## src/rtl/assert_macros.svh

```systemverilog
// Assertion macros for the RTL file that carries checks.
// No dependencies; include by bare file name.
`ifndef ASSERT_MACROS_SVH
`define ASSERT_MACROS_SVH

// Property must hold at every clock edge outside reset.
`define QST_ASSERT(label, clk, rst, prop, msg) \
   label: assert property (@(posedge clk) disable iff (rst) (prop)) else $error(msg);

// Condition must never be seen at a clock edge outside reset.
`define QST_NEVER(label, clk, rst, cond, msg) \
   label: assert property (@(posedge clk) disable iff (rst) !(cond)) else $error(msg);

`endif

```

## src/rtl/qst_pkg.sv

```systemverilog
// Package for the quintic segment trajectory block: widths, constants,
// sequencer state type and the sequencer control struct. No dependencies.
package qst_pkg;

   // Field widths
   localparam int POS_BITS   = 16;
   localparam int TIME_BITS  = 16;
   localparam int TICKS_BITS = 16;

   // Q0.16 fraction: S and its powers run from 0 to 1.0 inclusive
   localparam int FRAC_BITS = 16;
   localparam int S_BITS    = FRAC_BITS + 1;
   localparam logic [S_BITS-1:0] FRAC_ONE = S_BITS'(1) << FRAC_BITS;
   localparam logic [TICKS_BITS-1:0] TICKS_RESET = TICKS_BITS'(1000);

   // Shared multiplier operand widths
   localparam int MUL_A_BITS = S_BITS + 1;
   localparam int MUL_B_BITS = (POS_BITS + 1 > MUL_A_BITS) ? POS_BITS + 1 : MUL_A_BITS;
   localparam int PROD_BITS  = MUL_A_BITS + MUL_B_BITS;

   // Divider remainder compare width
   localparam int CMP_BITS     = ((TIME_BITS > TICKS_BITS) ? TIME_BITS : TICKS_BITS) + 1;
   localparam int DIV_CNT_BITS = $clog2(FRAC_BITS);

   // Weight accumulator: holds 1 - 10p3 + 15p4 - 6p5 before clamping
   localparam int ACC_BITS = S_BITS + 6;

   // Power index codes
   localparam int POW_BITS = 3;
   localparam logic [POW_BITS-1:0] POW_SQ     = POW_BITS'(2);
   localparam logic [POW_BITS-1:0] POW_CUBE   = POW_BITS'(3);
   localparam logic [POW_BITS-1:0] POW_FOURTH = POW_BITS'(4);
   localparam logic [POW_BITS-1:0] POW_FIFTH  = POW_BITS'(5);

   // Sequencer states
   typedef enum logic [2:0] {
      ST_IDLE,
      ST_DIV,
      ST_MUL,
      ST_ACC,
      ST_WMUL,
      ST_FIN
   } state_type;

   // Sequencer outputs
   typedef struct packed {
      logic req_ready;
      logic div_start;
      logic mul_en;
      logic mul_wsel;
      logic load_rsp;
   } ctl_type;

endpackage

```

## src/rtl/qst_channels.sv

```systemverilog
// Channel interfaces for the trajectory block: request, response, CSR write.
// Depends on qst_pkg for field widths.
interface qst_req_if import qst_pkg::*; ();
   logic                       valid;
   logic                       ready;
   logic                       opcode;
   logic signed [POS_BITS-1:0] waypoint;

   modport source (output valid, opcode, waypoint, input ready);
   modport sink   (input valid, opcode, waypoint, output ready);
endinterface

interface qst_rsp_if import qst_pkg::*; ();
   logic                       valid;
   logic                       ready;
   logic signed [POS_BITS-1:0] position;
   logic                       segment_done;

   modport source (output valid, position, segment_done, input ready);
   modport sink   (input valid, position, segment_done, output ready);
endinterface

interface qst_csr_if import qst_pkg::*; ();
   logic                  valid;
   logic                  ready;
   logic [TICKS_BITS-1:0] data;

   modport source (output valid, data, input ready);
   modport sink   (input valid, data, output ready);
endinterface

```

## src/rtl/qst_div.sv

```systemverilog
// Iterative restoring divider: floor(dividend * 2^FRAC_BITS / divisor),
// one quotient bit per cycle. Requires dividend < divisor. Depends on qst_pkg.
module qst_div import qst_pkg::*; (
   input  logic                  clock,
   input  logic                  reset,
   input  logic                  start,
   input  logic [TIME_BITS-1:0]  dividend,
   input  logic [TICKS_BITS-1:0] divisor,
   output logic                  busy,
   output logic                  done,
   output logic [FRAC_BITS-1:0]  quotient
);

   logic [CMP_BITS-1:0]     rem_ff, rem_in, rem_sh, div_x;
   logic [TICKS_BITS-1:0]   div_ff;
   logic [FRAC_BITS-1:0]    quo_ff;
   logic [DIV_CNT_BITS-1:0] cnt_ff;
   logic                    busy_ff, done_ff;
   logic                    ge;

   // One restoring step
   always_comb begin
      rem_sh = rem_ff << 1;
      div_x  = {{(CMP_BITS-TICKS_BITS){1'b0}}, div_ff};
      ge     = (rem_sh >= div_x);
      rem_in = ge ? (rem_sh - div_x) : rem_sh;
   end

   // Control: busy through FRAC_BITS restoring steps, then a one-cycle done pulse
   always_ff @(posedge clock) begin
      if (reset) begin
         busy_ff <= 1'b0;
         done_ff <= 1'b0;
         cnt_ff  <= '0;
      end else begin
         done_ff <= 1'b0;
         if (start) begin
            busy_ff <= 1'b1;
            cnt_ff  <= '0;
         end else if (busy_ff) begin
            cnt_ff <= cnt_ff + DIV_CNT_BITS'(1);
            if (cnt_ff == DIV_CNT_BITS'(FRAC_BITS - 1)) begin
               busy_ff <= 1'b0;
               done_ff <= 1'b1;
            end
         end
      end
   end

   // Remainder and quotient shift
   always_ff @(posedge clock) begin
      if (start) begin
         rem_ff <= {{(CMP_BITS-TIME_BITS){1'b0}}, dividend};
         div_ff <= divisor;
      end else if (busy_ff) begin
         rem_ff <= rem_in;
         quo_ff <= {quo_ff[FRAC_BITS-2:0], ge};
      end
   end

   assign busy     = busy_ff;
   assign done     = done_ff;
   assign quotient = quo_ff;

endmodule

```

## src/rtl/qst_mul.sv

```systemverilog
// Shared signed multiplier with a registered product.
// Depends on qst_pkg for operand widths.
module qst_mul import qst_pkg::*; (
   input  logic                         clock,
   input  logic                         enable,
   input  logic signed [MUL_A_BITS-1:0] a,
   input  logic signed [MUL_B_BITS-1:0] b,
   output logic signed [PROD_BITS-1:0]  product
);

   logic signed [PROD_BITS-1:0] prod_ff;

   always_ff @(posedge clock) begin
      if (enable) begin
         prod_ff <= PROD_BITS'(a) * PROD_BITS'(b);
      end
   end

   assign product = prod_ff;

endmodule

```

## src/rtl/quintic_segment_trajectory_top.sv

```systemverilog
// Top level of the minimum-jerk quintic segment trajectory generator.
// Depends on qst_pkg, the channel interfaces, qst_div, qst_mul, assert_macros.svh.
//
// Usage:
//   req: one request per transfer. opcode 1 pushes a waypoint: the old end
//        point becomes the start point, the waypoint becomes the end point and
//        the tick counter clears; no response. opcode 0 is a sample tick.
//   rsp: one response per tick: position (Q4.12) and segment_done.
//   csr: writes segment_ticks (samples per segment, 0 acts as 1); always ready.
//        Write only while no tick is in flight.
// Sequence and throughput:
//   A waypoint updates the segment registers when accepted. A tick runs from
//   acceptance to rsp valid through the bit-serial divider forming s (load plus
//   16 steps), the four power steps on the shared multiplier, the weight product
//   and the output register. Once the counter reaches segment_ticks the divider
//   is skipped. The request side is ready only while the sequencer is idle, so a
//   new tick is accepted only once the previous one has reached the output register.
// Reset: segment_ticks = 1000, start, end and tick counter cleared.
// Stall: a finished sample waits in the output register; the sequencer
//   accepts new requests meanwhile and holds the next sample until rsp frees.
`include "assert_macros.svh"

module quintic_segment_trajectory_top import qst_pkg::*; (
   input logic      clock,
   input logic      reset,
   qst_req_if.sink   req,
   qst_rsp_if.source rsp,
   qst_csr_if.sink   csr
);

   state_type state_ff, state_in;
   ctl_type   ctl;

   logic [TICKS_BITS-1:0]      ticks_ff;
   logic signed [POS_BITS-1:0] seg_start_ff, seg_end_ff;
   logic [TIME_BITS-1:0]       tick_ff;

   logic [S_BITS-1:0]          s_ff, p_ff, p_in, w_val;
   logic signed [ACC_BITS-1:0] acc_ff, acc_in, pe;
   logic [POW_BITS-1:0]        pow_ff;

   logic                       rsp_valid_ff, rsp_done_ff;
   logic signed [POS_BITS-1:0] rsp_pos_ff;

   logic [TICKS_BITS-1:0]      ticks_eff;
   logic [CMP_BITS-1:0]        tick_x, ticks_x;
   logic                       saturated, last_sample, req_acc;

   logic                         div_busy, div_done;
   logic [FRAC_BITS-1:0]         div_q;
   logic signed [MUL_A_BITS-1:0] mul_a;
   logic signed [MUL_B_BITS-1:0] mul_b;
   logic signed [PROD_BITS-1:0]  prod, rounded;
   logic signed [POS_BITS:0]     diff;
   logic signed [POS_BITS+1:0]   delta, pos_x;
   logic signed [POS_BITS-1:0]   pos_sat;

   // Segment timing
   always_comb begin
      ticks_eff   = (ticks_ff == '0) ? TICKS_BITS'(1) : ticks_ff;
      tick_x      = {{(CMP_BITS-TIME_BITS){1'b0}}, tick_ff};
      ticks_x     = {{(CMP_BITS-TICKS_BITS){1'b0}}, ticks_eff};
      saturated   = (tick_x >= ticks_x);
      last_sample = ((tick_x + CMP_BITS'(1)) >= ticks_x);
      req_acc     = req.valid && ctl.req_ready;
   end

   // Next state
   always_comb begin
      state_in = state_ff;
      unique case (state_ff)
         ST_IDLE: begin
            if (req_acc && !req.opcode) begin
               state_in = saturated ? ST_MUL : ST_DIV;
            end
         end
         ST_DIV: begin
            if (div_done) begin
               state_in = ST_MUL;
            end
         end
         ST_MUL:  state_in = ST_ACC;
         ST_ACC:  state_in = (pow_ff == POW_FIFTH) ? ST_WMUL : ST_MUL;
         ST_WMUL: state_in = ST_FIN;
         ST_FIN: begin
            if (ctl.load_rsp) begin
               state_in = ST_IDLE;
            end
         end
         default: state_in = ST_IDLE;
      endcase
   end

   // Sequencer outputs
   always_comb begin
      ctl           = '0;
      ctl.req_ready = (state_ff == ST_IDLE);
      ctl.div_start = (state_ff == ST_IDLE) && req.valid && !req.opcode && !saturated;
      ctl.mul_en    = (state_ff == ST_MUL) || (state_ff == ST_WMUL);
      ctl.mul_wsel  = (state_ff == ST_WMUL);
      ctl.load_rsp  = (state_ff == ST_FIN) && (!rsp_valid_ff || rsp.ready);
   end

   always_ff @(posedge clock) begin
      if (reset) begin
         state_ff <= ST_IDLE;
      end else begin
         state_ff <= state_in;
      end
   end

   // Configuration register
   always_ff @(posedge clock) begin
      if (reset) begin
         ticks_ff <= TICKS_RESET;
      end else if (csr.valid && csr.ready) begin
         ticks_ff <= csr.data;
      end
   end

   assign csr.ready = 1'b1;

   // Segment state: waypoint shift and tick counter advance
   always_ff @(posedge clock) begin
      if (reset) begin
         seg_start_ff <= '0;
         seg_end_ff   <= '0;
         tick_ff      <= '0;
      end else if (req_acc && req.opcode) begin
         seg_start_ff <= seg_end_ff;
         seg_end_ff   <= req.waypoint;
         tick_ff      <= '0;
      end else if (ctl.load_rsp && (tick_ff != '1)) begin
         tick_ff <= tick_ff + TIME_BITS'(1);
      end
   end

   qst_div u_div (
      .clock    (clock),
      .reset    (reset),
      .start    (ctl.div_start),
      .dividend (tick_ff),
      .divisor  (ticks_eff),
      .busy     (div_busy),
      .done     (div_done),
      .quotient (div_q)
   );

   // Weight clamp to [0, 1.0]
   always_comb begin
      if (acc_ff[ACC_BITS-1]) begin
         w_val = '0;
      end else if (acc_ff > ACC_BITS'(FRAC_ONE)) begin
         w_val = FRAC_ONE;
      end else begin
         w_val = acc_ff[S_BITS-1:0];
      end
   end

   // Shared multiplier operands: power step or weight times span
   always_comb begin
      diff = (POS_BITS+1)'(seg_end_ff) - (POS_BITS+1)'(seg_start_ff);
      if (ctl.mul_wsel) begin
         mul_a = {1'b0, w_val};
         mul_b = MUL_B_BITS'(diff);
      end else begin
         mul_a = {1'b0, p_ff};
         mul_b = {{(MUL_B_BITS-S_BITS){1'b0}}, s_ff};
      end
   end

   qst_mul u_mul (
      .clock   (clock),
      .enable  (ctl.mul_en),
      .a       (mul_a),
      .b       (mul_b),
      .product (prod)
   );

   // Round to Q0.16 and fold the new power into the weight
   always_comb begin
      rounded = prod + PROD_BITS'(32768);
      p_in    = rounded[FRAC_BITS +: S_BITS];
      pe      = ACC_BITS'({1'b0, p_in});
      unique case (pow_ff)
         POW_CUBE:   acc_in = acc_ff - ((pe <<< 3) + (pe <<< 1));
         POW_FOURTH: acc_in = acc_ff + ((pe <<< 4) - pe);
         POW_FIFTH:  acc_in = acc_ff - ((pe <<< 2) + (pe <<< 1));
         default:    acc_in = acc_ff;
      endcase
   end

   // Power chain registers
   always_ff @(posedge clock) begin
      if (req_acc && !req.opcode) begin
         s_ff   <= FRAC_ONE;
         p_ff   <= FRAC_ONE;
         acc_ff <= ACC_BITS'(FRAC_ONE);
         pow_ff <= POW_SQ;
      end else if (state_ff == ST_DIV && div_done) begin
         s_ff <= {1'b0, div_q};
         p_ff <= {1'b0, div_q};
      end else if (state_ff == ST_ACC) begin
         p_ff   <= p_in;
         acc_ff <= acc_in;
         pow_ff <= pow_ff + POW_BITS'(1);
      end
   end

   // Position = end - delta, saturated to the field range
   always_comb begin
      delta = rounded[FRAC_BITS +: POS_BITS+2];
      pos_x = (POS_BITS+2)'(seg_end_ff) - delta;
      if (pos_x[POS_BITS+1] != pos_x[POS_BITS] || pos_x[POS_BITS] != pos_x[POS_BITS-1]) begin
         pos_sat = {pos_x[POS_BITS+1], {(POS_BITS-1){~pos_x[POS_BITS+1]}}};
      end else begin
         pos_sat = pos_x[POS_BITS-1:0];
      end
   end

   // Output register
   always_ff @(posedge clock) begin
      if (reset) begin
         rsp_valid_ff <= 1'b0;
      end else if (ctl.load_rsp) begin
         rsp_valid_ff <= 1'b1;
      end else if (rsp.ready) begin
         rsp_valid_ff <= 1'b0;
      end
   end

   always_ff @(posedge clock) begin
      if (ctl.load_rsp) begin
         rsp_pos_ff  <= pos_sat;
         rsp_done_ff <= last_sample;
      end
   end

   assign req.ready        = ctl.req_ready;
   assign rsp.valid        = rsp_valid_ff;
   assign rsp.position     = rsp_pos_ff;
   assign rsp.segment_done = rsp_done_ff;

   // Checks
   `QST_ASSERT(a_wp_clears_tick, clock, reset, (req.valid && req.ready && req.opcode) |=> (tick_ff == '0), "waypoint did not clear tick counter")
   `QST_ASSERT(a_tick_starts_work, clock, reset, (req.valid && req.ready && !req.opcode) |=> (state_ff != ST_IDLE), "tick request did not start the sequencer")
   `QST_ASSERT(a_div_only_in_div, clock, reset, div_busy |-> (state_ff == ST_DIV), "divider busy outside the divide state")
   `QST_NEVER(a_no_overwrite, clock, reset, (state_ff == ST_FIN) && rsp_valid_ff && !rsp.ready && ctl.load_rsp, "pending response overwritten")

endmodule
```

## src/flat_wrapper.sv

```systemverilog
// flat-port wrapper written by rule: the top's interface ports become plain ports
module quintic_segment_trajectory_top_flat import qst_pkg::*;
  (clock, reset, req_valid, req_opcode, req_waypoint, req_ready, rsp_valid, rsp_position, rsp_segment_done, rsp_ready, csr_valid, csr_data, csr_ready);
  qst_req_if req_i ();
  qst_rsp_if rsp_i ();
  qst_csr_if csr_i ();
  input logic clock;
  input logic reset;
  input wire logic [$bits(req_i.valid)-1:0] req_valid;
  input wire logic [$bits(req_i.opcode)-1:0] req_opcode;
  input wire logic [$bits(req_i.waypoint)-1:0] req_waypoint;
  output wire logic [$bits(req_i.ready)-1:0] req_ready;
  output wire logic [$bits(rsp_i.valid)-1:0] rsp_valid;
  output wire logic [$bits(rsp_i.position)-1:0] rsp_position;
  output wire logic [$bits(rsp_i.segment_done)-1:0] rsp_segment_done;
  input wire logic [$bits(rsp_i.ready)-1:0] rsp_ready;
  input wire logic [$bits(csr_i.valid)-1:0] csr_valid;
  input wire logic [$bits(csr_i.data)-1:0] csr_data;
  output wire logic [$bits(csr_i.ready)-1:0] csr_ready;
  assign req_i.valid = req_valid;
  assign req_i.opcode = req_opcode;
  assign req_i.waypoint = req_waypoint;
  assign req_ready = req_i.ready;
  assign rsp_valid = rsp_i.valid;
  assign rsp_position = rsp_i.position;
  assign rsp_segment_done = rsp_i.segment_done;
  assign rsp_i.ready = rsp_ready;
  assign csr_i.valid = csr_valid;
  assign csr_i.data = csr_data;
  assign csr_ready = csr_i.ready;
  quintic_segment_trajectory_top u_core (.clock(clock), .reset(reset), .req(req_i), .rsp(rsp_i), .csr(csr_i));
endmodule
```

## config.mk

```make
export PLATFORM = sky130hd
export DESIGN_NAME = quintic_segment_trajectory_top_flat
export DESIGN_NICKNAME = d
export VERILOG_FILES = /design/src/rtl/qst_pkg.sv /design/src/rtl/qst_channels.sv /design/src/rtl/qst_div.sv /design/src/rtl/qst_mul.sv /design/src/rtl/quintic_segment_trajectory_top.sv /design/src/flat_wrapper.sv
export VERILOG_INCLUDE_DIRS = /design/src /design/src/rtl
export SDC_FILE = /design/constraint.sdc
export NUM_CORES = 2
export LEC_CHECK = 0
export BUFFER_PORTS_ARGS = -buffer_cell sky130_fd_sc_hd__buf_4
export CAP_MARGIN = 15
export CORE_MARGIN = 3
export CORE_UTILIZATION = 45
export CTS_CLUSTER_DIAMETER = 100
export DETAILED_ROUTE_END_ITERATION = 6
export PLACE_DENSITY = 0.62
export REMOVE_ABC_BUFFERS = 1
export SYNTH_ARGS = -nofsm -noshare
export SYNTH_HDL_FRONTEND = slang
export SYNTH_SLANG_ARGS = --single-unit
```

## constraint.sdc

```tcl
create_clock -name clock -period 8.31 [get_ports clock]
set_clock_uncertainty 0.05 [all_clocks]
set_input_delay 1.662 -clock clock [delete_from_list [all_inputs] [get_ports clock]]
set_output_delay 1.662 -clock clock [all_outputs]
set_load 0.02 [all_outputs]
```

Yosys cells after proc, flatten, opt, wreduce, memory -nomap -nowiden. Index checks and enable logic that the tools add are counted.

Register bits: 233. Bits in latches: 0. Bits in writable memories: 0. Bits in read-only memories: 0. Input bits: 38. Memories kept: 0.

Add/subtract/negate cells: 14. Multipliers: 1. Div/mod/pow operators: 0. $lt $le $gt $ge: 4. Equal/unequal tests: 15. Shifts and indexed selects: 0. Mux-type cells: 24. Bitwise operators: 4. Reduce and logical (&&, ||, !) cells: 26.

Operators with widths (count): 17-bit 2-to-1 mux (5); 16-bit 2-to-1 mux (5); 23-bit case mux with 3 select lines (1); 23-bit subtractor (2); 34-bit by 17-bit adder with 34-bit output, second input constant (1); 17-bit by 16-bit greater-or-equal comparator with 1-bit output (2); 18-bit by 18-bit multiplier with 34-bit output (1); 23-bit adder (1); 23-bit by 17-bit > comparator with 1-bit output, second input constant (1); 21-bit by 17-bit subtractor with 22-bit output (1); 20-bit by 18-bit adder with 21-bit output (1); 19-bit by 18-bit adder with 20-bit output (1); 18-bit 2-to-1 mux (1); 3-bit case mux with 6 select lines (1); 16-bit by 18-bit subtractor with 18-bit output (1); 16-bit by 1-bit adder with 17-bit output, second input constant (1); 16-bit by 16-bit subtractor with 17-bit output (1); 16-bit by 1-bit adder with 16-bit output, second input constant (1); 16-bit greater-or-equal comparator (1); 16-bit logical NOT (1); 16-bit inequality test, second input constant (1); 16-bit subtractor (1); 3-bit equality test, second input constant (4); 3-bit 2-to-1 mux (4); 21 further kinds (48).

Logic depth before layout (Yosys ltp).
Depth in word-level cells: 7. Depth in mapped cells: 37.

Cells and area by module. From an unflattened synthesis, not the netlist that was laid out.

Cells, all modules: 3572. Area total of the unflattened synthesis: 30720.7 sq um.

By module, submodules not included: quintic_segment_trajectory_top (times used 1, cells an instance 1908, area an instance 14395.1 sq um, sequential area each 3072.9 sq um); qst_mul (times used 1, cells an instance 1410, area an instance 13334.0 sq um, sequential area each 1081.0 sq um); qst_div (times used 1, cells an instance 254, area an instance 2991.6 sq um, sequential area each 1561.5 sq um).

Least setup slack after synthesis. Ideal clock, no wire load.

Path kind: flip-flop to flip-flop. Start point: register u_core.seg_end_ff[2]. End point: register u_core.u_mul.prod_ff[33], in the netlist u_core.u_mul.product[33] (data pin). Data arrival time: 7764 ps. Required time: 8001 ps. Setup slack: 237 ps. Cell stages (with the launch flop): 31. Path buffers: 1. Period minus slack after synthesis: 8073 ps. Path through: dfxtp_1 ha_1 a21oi_1 a21boi_0 o21ai_1 a21boi_1 o21a_1 o21a_1 o31ai_1 clkbuf_1 nand2_1 fa_1 inv_1 fa_1 fa_1 fa_1 inv_1 fa_1 inv_1 fa_1 ha_1 nand2_1 a21oi_1 a211oi_1 o31ai_1 a21oi_1 a31oi_4 a2111oi_4 o2111ai_1 a21oi_1 xnor2_1.

Longest elaborated chain between the ends: 3.

Ends and longest elaborated chain: from (decl) (line quintic_segment_trajectory_top.sv:35) `logic signed [POS_BITS-1:0] seg_start_ff, seg_end_ff;`; from (signal assigned) (line quintic_segment_trajectory_top.sv:131) `seg_end_ff <= req.waypoint;`; 16-bit by 16-bit subtractor with 17-bit output (line quintic_segment_trajectory_top.sv:162) `diff = (POS_BITS+1)'(seg_end_ff) - (POS_BITS+1)'(seg_start_ff);`; 18-bit 2-to-1 mux (line quintic_segment_trajectory_top.sv:163) `if (ctl.mul_wsel) begin`; 18-bit by 18-bit multiplier with 34-bit output (line qst_mul.sv:15) `prod_ff <= PROD_BITS'(a) * PROD_BITS'(b);`; to (signal assigned) (line qst_mul.sv:15); to (decl) (line qst_mul.sv:11) `logic signed [PROD_BITS-1:0] prod_ff;`.

No other way between the ends. A chain may end at the register's enable or synchronous reset.

Worst setup path after layout.
Start point: register u_core.seg_end_ff[0]. End point: register u_core.u_mul.prod_ff[28], in the netlist u_core.u_mul.product[28] (data pin).

Same word-level chain as after synthesis.

==> results.py <==
metrics = {
    "global_route": {
        "track_usage": 0.247,
        "grt_pass1_wl_mm": 119,
        "grt_max_degree": 50,
        "grt_pass1_vias": 22100,
        "gr-total-overflow": 0,
        "antenna_found_initial": 0,
    },
    "critical_path": {
        "worst-endpoint-arrival_ps": 8380,
        "critPathCaptureType": "flop",
        "crit_fanout": 4,
        "crit_required_ps": 8590,
        "max_stage_delay_ps": 580,
        "crit_slowest_cell": "fa_1",
        "crit_start": "u_core.seg_end_ff[0]",
        "rr_startpoint": "u_core.seg_end_ff[0]",
        "r2r-end": "u_core.u_mul.product[28]",
        "ff2ff_path_depth": 34,
        "crit_path_end": "u_core.u_mul.product[28]",
        "critPathLaunchType": "flop",
        "rrSetupSlack_ps": 210,
        "worst_path_most_repeated_cell": "fa_1",
        "path_class": "flop to flop",
    },
    "synthesis": {
        "synth.distinct_cells": 84,
        "synth_sequential_area_ratio": 0.201,
        "synthesis.instances": 3066,
        "synth_area_um2": 26000,
        "syn_avg_cell_area_um2": 8.46,
        "ys_warn_count": 0,
        "ys_seq_elements": 218,
        "synth_enable_flop_cells": 84,
        "synthFlopType": "dfxtp_1",
        "synthArstFlopShare": 0,
    },
    "die": {
        "die_area_um2": 60600,
        "start_util": 0.458,
        "die_height_um": 246,
        "rows": 87,
        "dieWidth_um": 246,
        "core_um2": 56700,
        "io_pins": 58,
    },
    "final_layout": {
        "layout_common_cells": "nand2_1 (447), inv_1 (411), ha_1 (288), fa_1 (242), nor2_1 (234)",
        "fillCellCount": 5283,
        "areaGrowthSynthToFinish_pct": 13.2,
        "final_common_cell": "nand2_1",
        "fin_util": 0.518,
        "nets": 3769,
        "final_cells": 3966,
        "diodes": 0,
        "drive_gt1_frac": 0.117,
    },
    "power": {
        "p_leak_uw": 0.0136,
        "vdd_drop_max_v": 0.000164,
        "cellPowerDensity_nw_per_um2": 140,
    },
    "sta": {
        "drv_slew": 0,
        "tightest_slew_ps": 1110,
        "min_period_ps": 8100,
        "worst_slew_margin_rel": 0.255,
        "rsz0062_at_grt": "true",
        "fmax_mhz": 123,
        "hold_violations": 0,
        "setup_viol": 0,
        "min_period_over_period": 0.975,
    },
    "routing": {
        "drc": 0,
        "vias": 21800,
        "drtPass1Iterations": 5,
        "via_per_inst": 5.50,
        "wl_per_cell_um": 18.9,
        "drt-initial-drc-count": 1031,
        "routed_wl_mm": 75.0,
        "ant_nets": 0,
    },
    "clock_tree": {
        "cts-htree-levels": 1,
        "path_clk_slew_ps": 60,
        "cts_made_buffers": 27,
        "clock_path_buffers": 3,
        "cts_root_buffer": "clkbuf_16",
        "cts_tree": "built",
        "clk-insertion-delay-late_ps": 580,
        "cts_sinks": 218,
        "ctsHoldBuffers": 0,
    },
    "run_status": {
        "outcome": "complete, no violations",
    },
    "worst_hold_path": {
        "min_path_type": "flop to flop",
    },
    "placed_design": {
        "place_inst": 3900,
        "post-dp-hpwl_mm": 61.0,
        "io_buffers": 56,
        "place.gp.congestion": 0.903,
    },
    "flow_run": {
        "cap_violations": 0,
    },
}
## cell families after synthesis
kind of cell / count (synthesis) / synth area share
DFF: 218 / 0.201
AOI/OAI and AO/OA: 577 / 0.144
other: 1 / 0.000144
and+or+nand+nor: 973 / 0.166
muxes: 47 / 0.0193
buffers and inverters: 529 / 0.0773
xor gates and xnor gates: 180 / 0.0607
adders and majority gates: 541 / 0.332
## critical path, delay by kind of cell, from the launching register on
| family | cells | cell delay, ps |
|---|---|---|
| AOI/OAI and AO/OA | 10 | 1590 |
| adders and majority gates | 9 | 3850 |
| buffers and inverters | 7 | 680 |
| DFF | 1 | 340 |
| and+or+nand+nor | 8 | 1330 |
## worst min-delay path by stage
stage / from / endpoint / slack, ps / cells after the start
floorplan: u_core.u_div.quotient[9] / u_core.u_div.quotient[10] / 380 / 0
finish: u_core.u_div.quotient[12] / u_core.u_div.quotient[13] / 400 / 0
global route: u_core.u_div.quotient[0] / u_core.u_div.quotient[1] / 400 / 0
detailed placement: u_core.u_div.quotient[0] / u_core.u_div.quotient[1] / 380 / 0
CTS: u_core.u_div.quotient[0] / u_core.u_div.quotient[1] / 400 / 0
global placement: u_core.u_div.quotient[13] / u_core.u_div.quotient[14] / 380 / 0
## report_power, final
group	internal (uW)	switching, uW
Combinational	716	982
Sequential	1210	64.3
Clock	656	487
Total	2580	1530
## state kept, by name, summed over array words and instances (netlist names), 17 cells and up
name,cells
u_core.acc_ff,23
u_core.s_ff,17
u_core.u_mul.product,19
u_core.p_ff,17
## what timing repair did
| item | 4_1_cts | 5_1_grt |
|---|---|---|
| setup buffers | 2 | 14 |
| pin swaps | 7 | 49 |
| endpoints found under the setup margin | 6 | 12 |
| resized for setup | 13 | 81 |
## cell usage after synthesis (20+ instances only)
cell      count  area [um2]
inv_1       416        1560
clkbuf_1    105         394
mux2_2       25         282
fa_1        246        4920
a21o_1       43         323
xnor2_1     117        1020
nor3_1       41         205
nor2_1      243         912
dfxtp_1     134        2680
o21ai_0      77         385
a211oi_1     20         150
a31oi_1      25         156
o21bai_1     21         158
ha_1        295        3690
o21a_1       50         375
o211ai_1     25         188
nand2_1     450        1690
nand3_1      54         270
a21oi_1     190         951
nor2b_1      32         200
edfxtp_1     84        2520
xor2_1       63         552
mux2i_1      22         220
nand2b_1     35         219
## per-stage QoR
stage / hold slack (ps) / TNS [ps] / total power [uW] / worst slack, ps / cell area [um2]
detailed placement: 384 / -658 / 2940 / -170 / 28000
finish: 401 / 0 / 4120 / 210 / 29400
CTS: 399 / 0 / 4100 / 5.09 / 28900
global placement: 380 / -56.5 / 2910 / -30.2 / 28000
global route: 405 / -190 / 4370 / -75.0 / 29400
floorplan: 376 / -8170 / 2440 / -891 / 25500
## area by class of cell
class	count	area [um2]	share of cell area
Clock inverter	13	103	0.00349
Timing Repair Buffer	207	1690	0.0576
Inverter	417	1570	0.0533
Clock buffer	36	741	0.0252
Multi-Input combinational cell	2319	19100	0.651
Tap cell	756	946	0.0322
Sequential cell	218	5210	0.177
## per-layer routing
layer / global-route usage / part of all wire
met1: 0.319 / 0.43
met4: 0.102 / 0.049
met2: 0.421 / 0.47
met3: 0.0292 / 0.045
met5: 0 / 0
(Power assumes the default switching activity.)
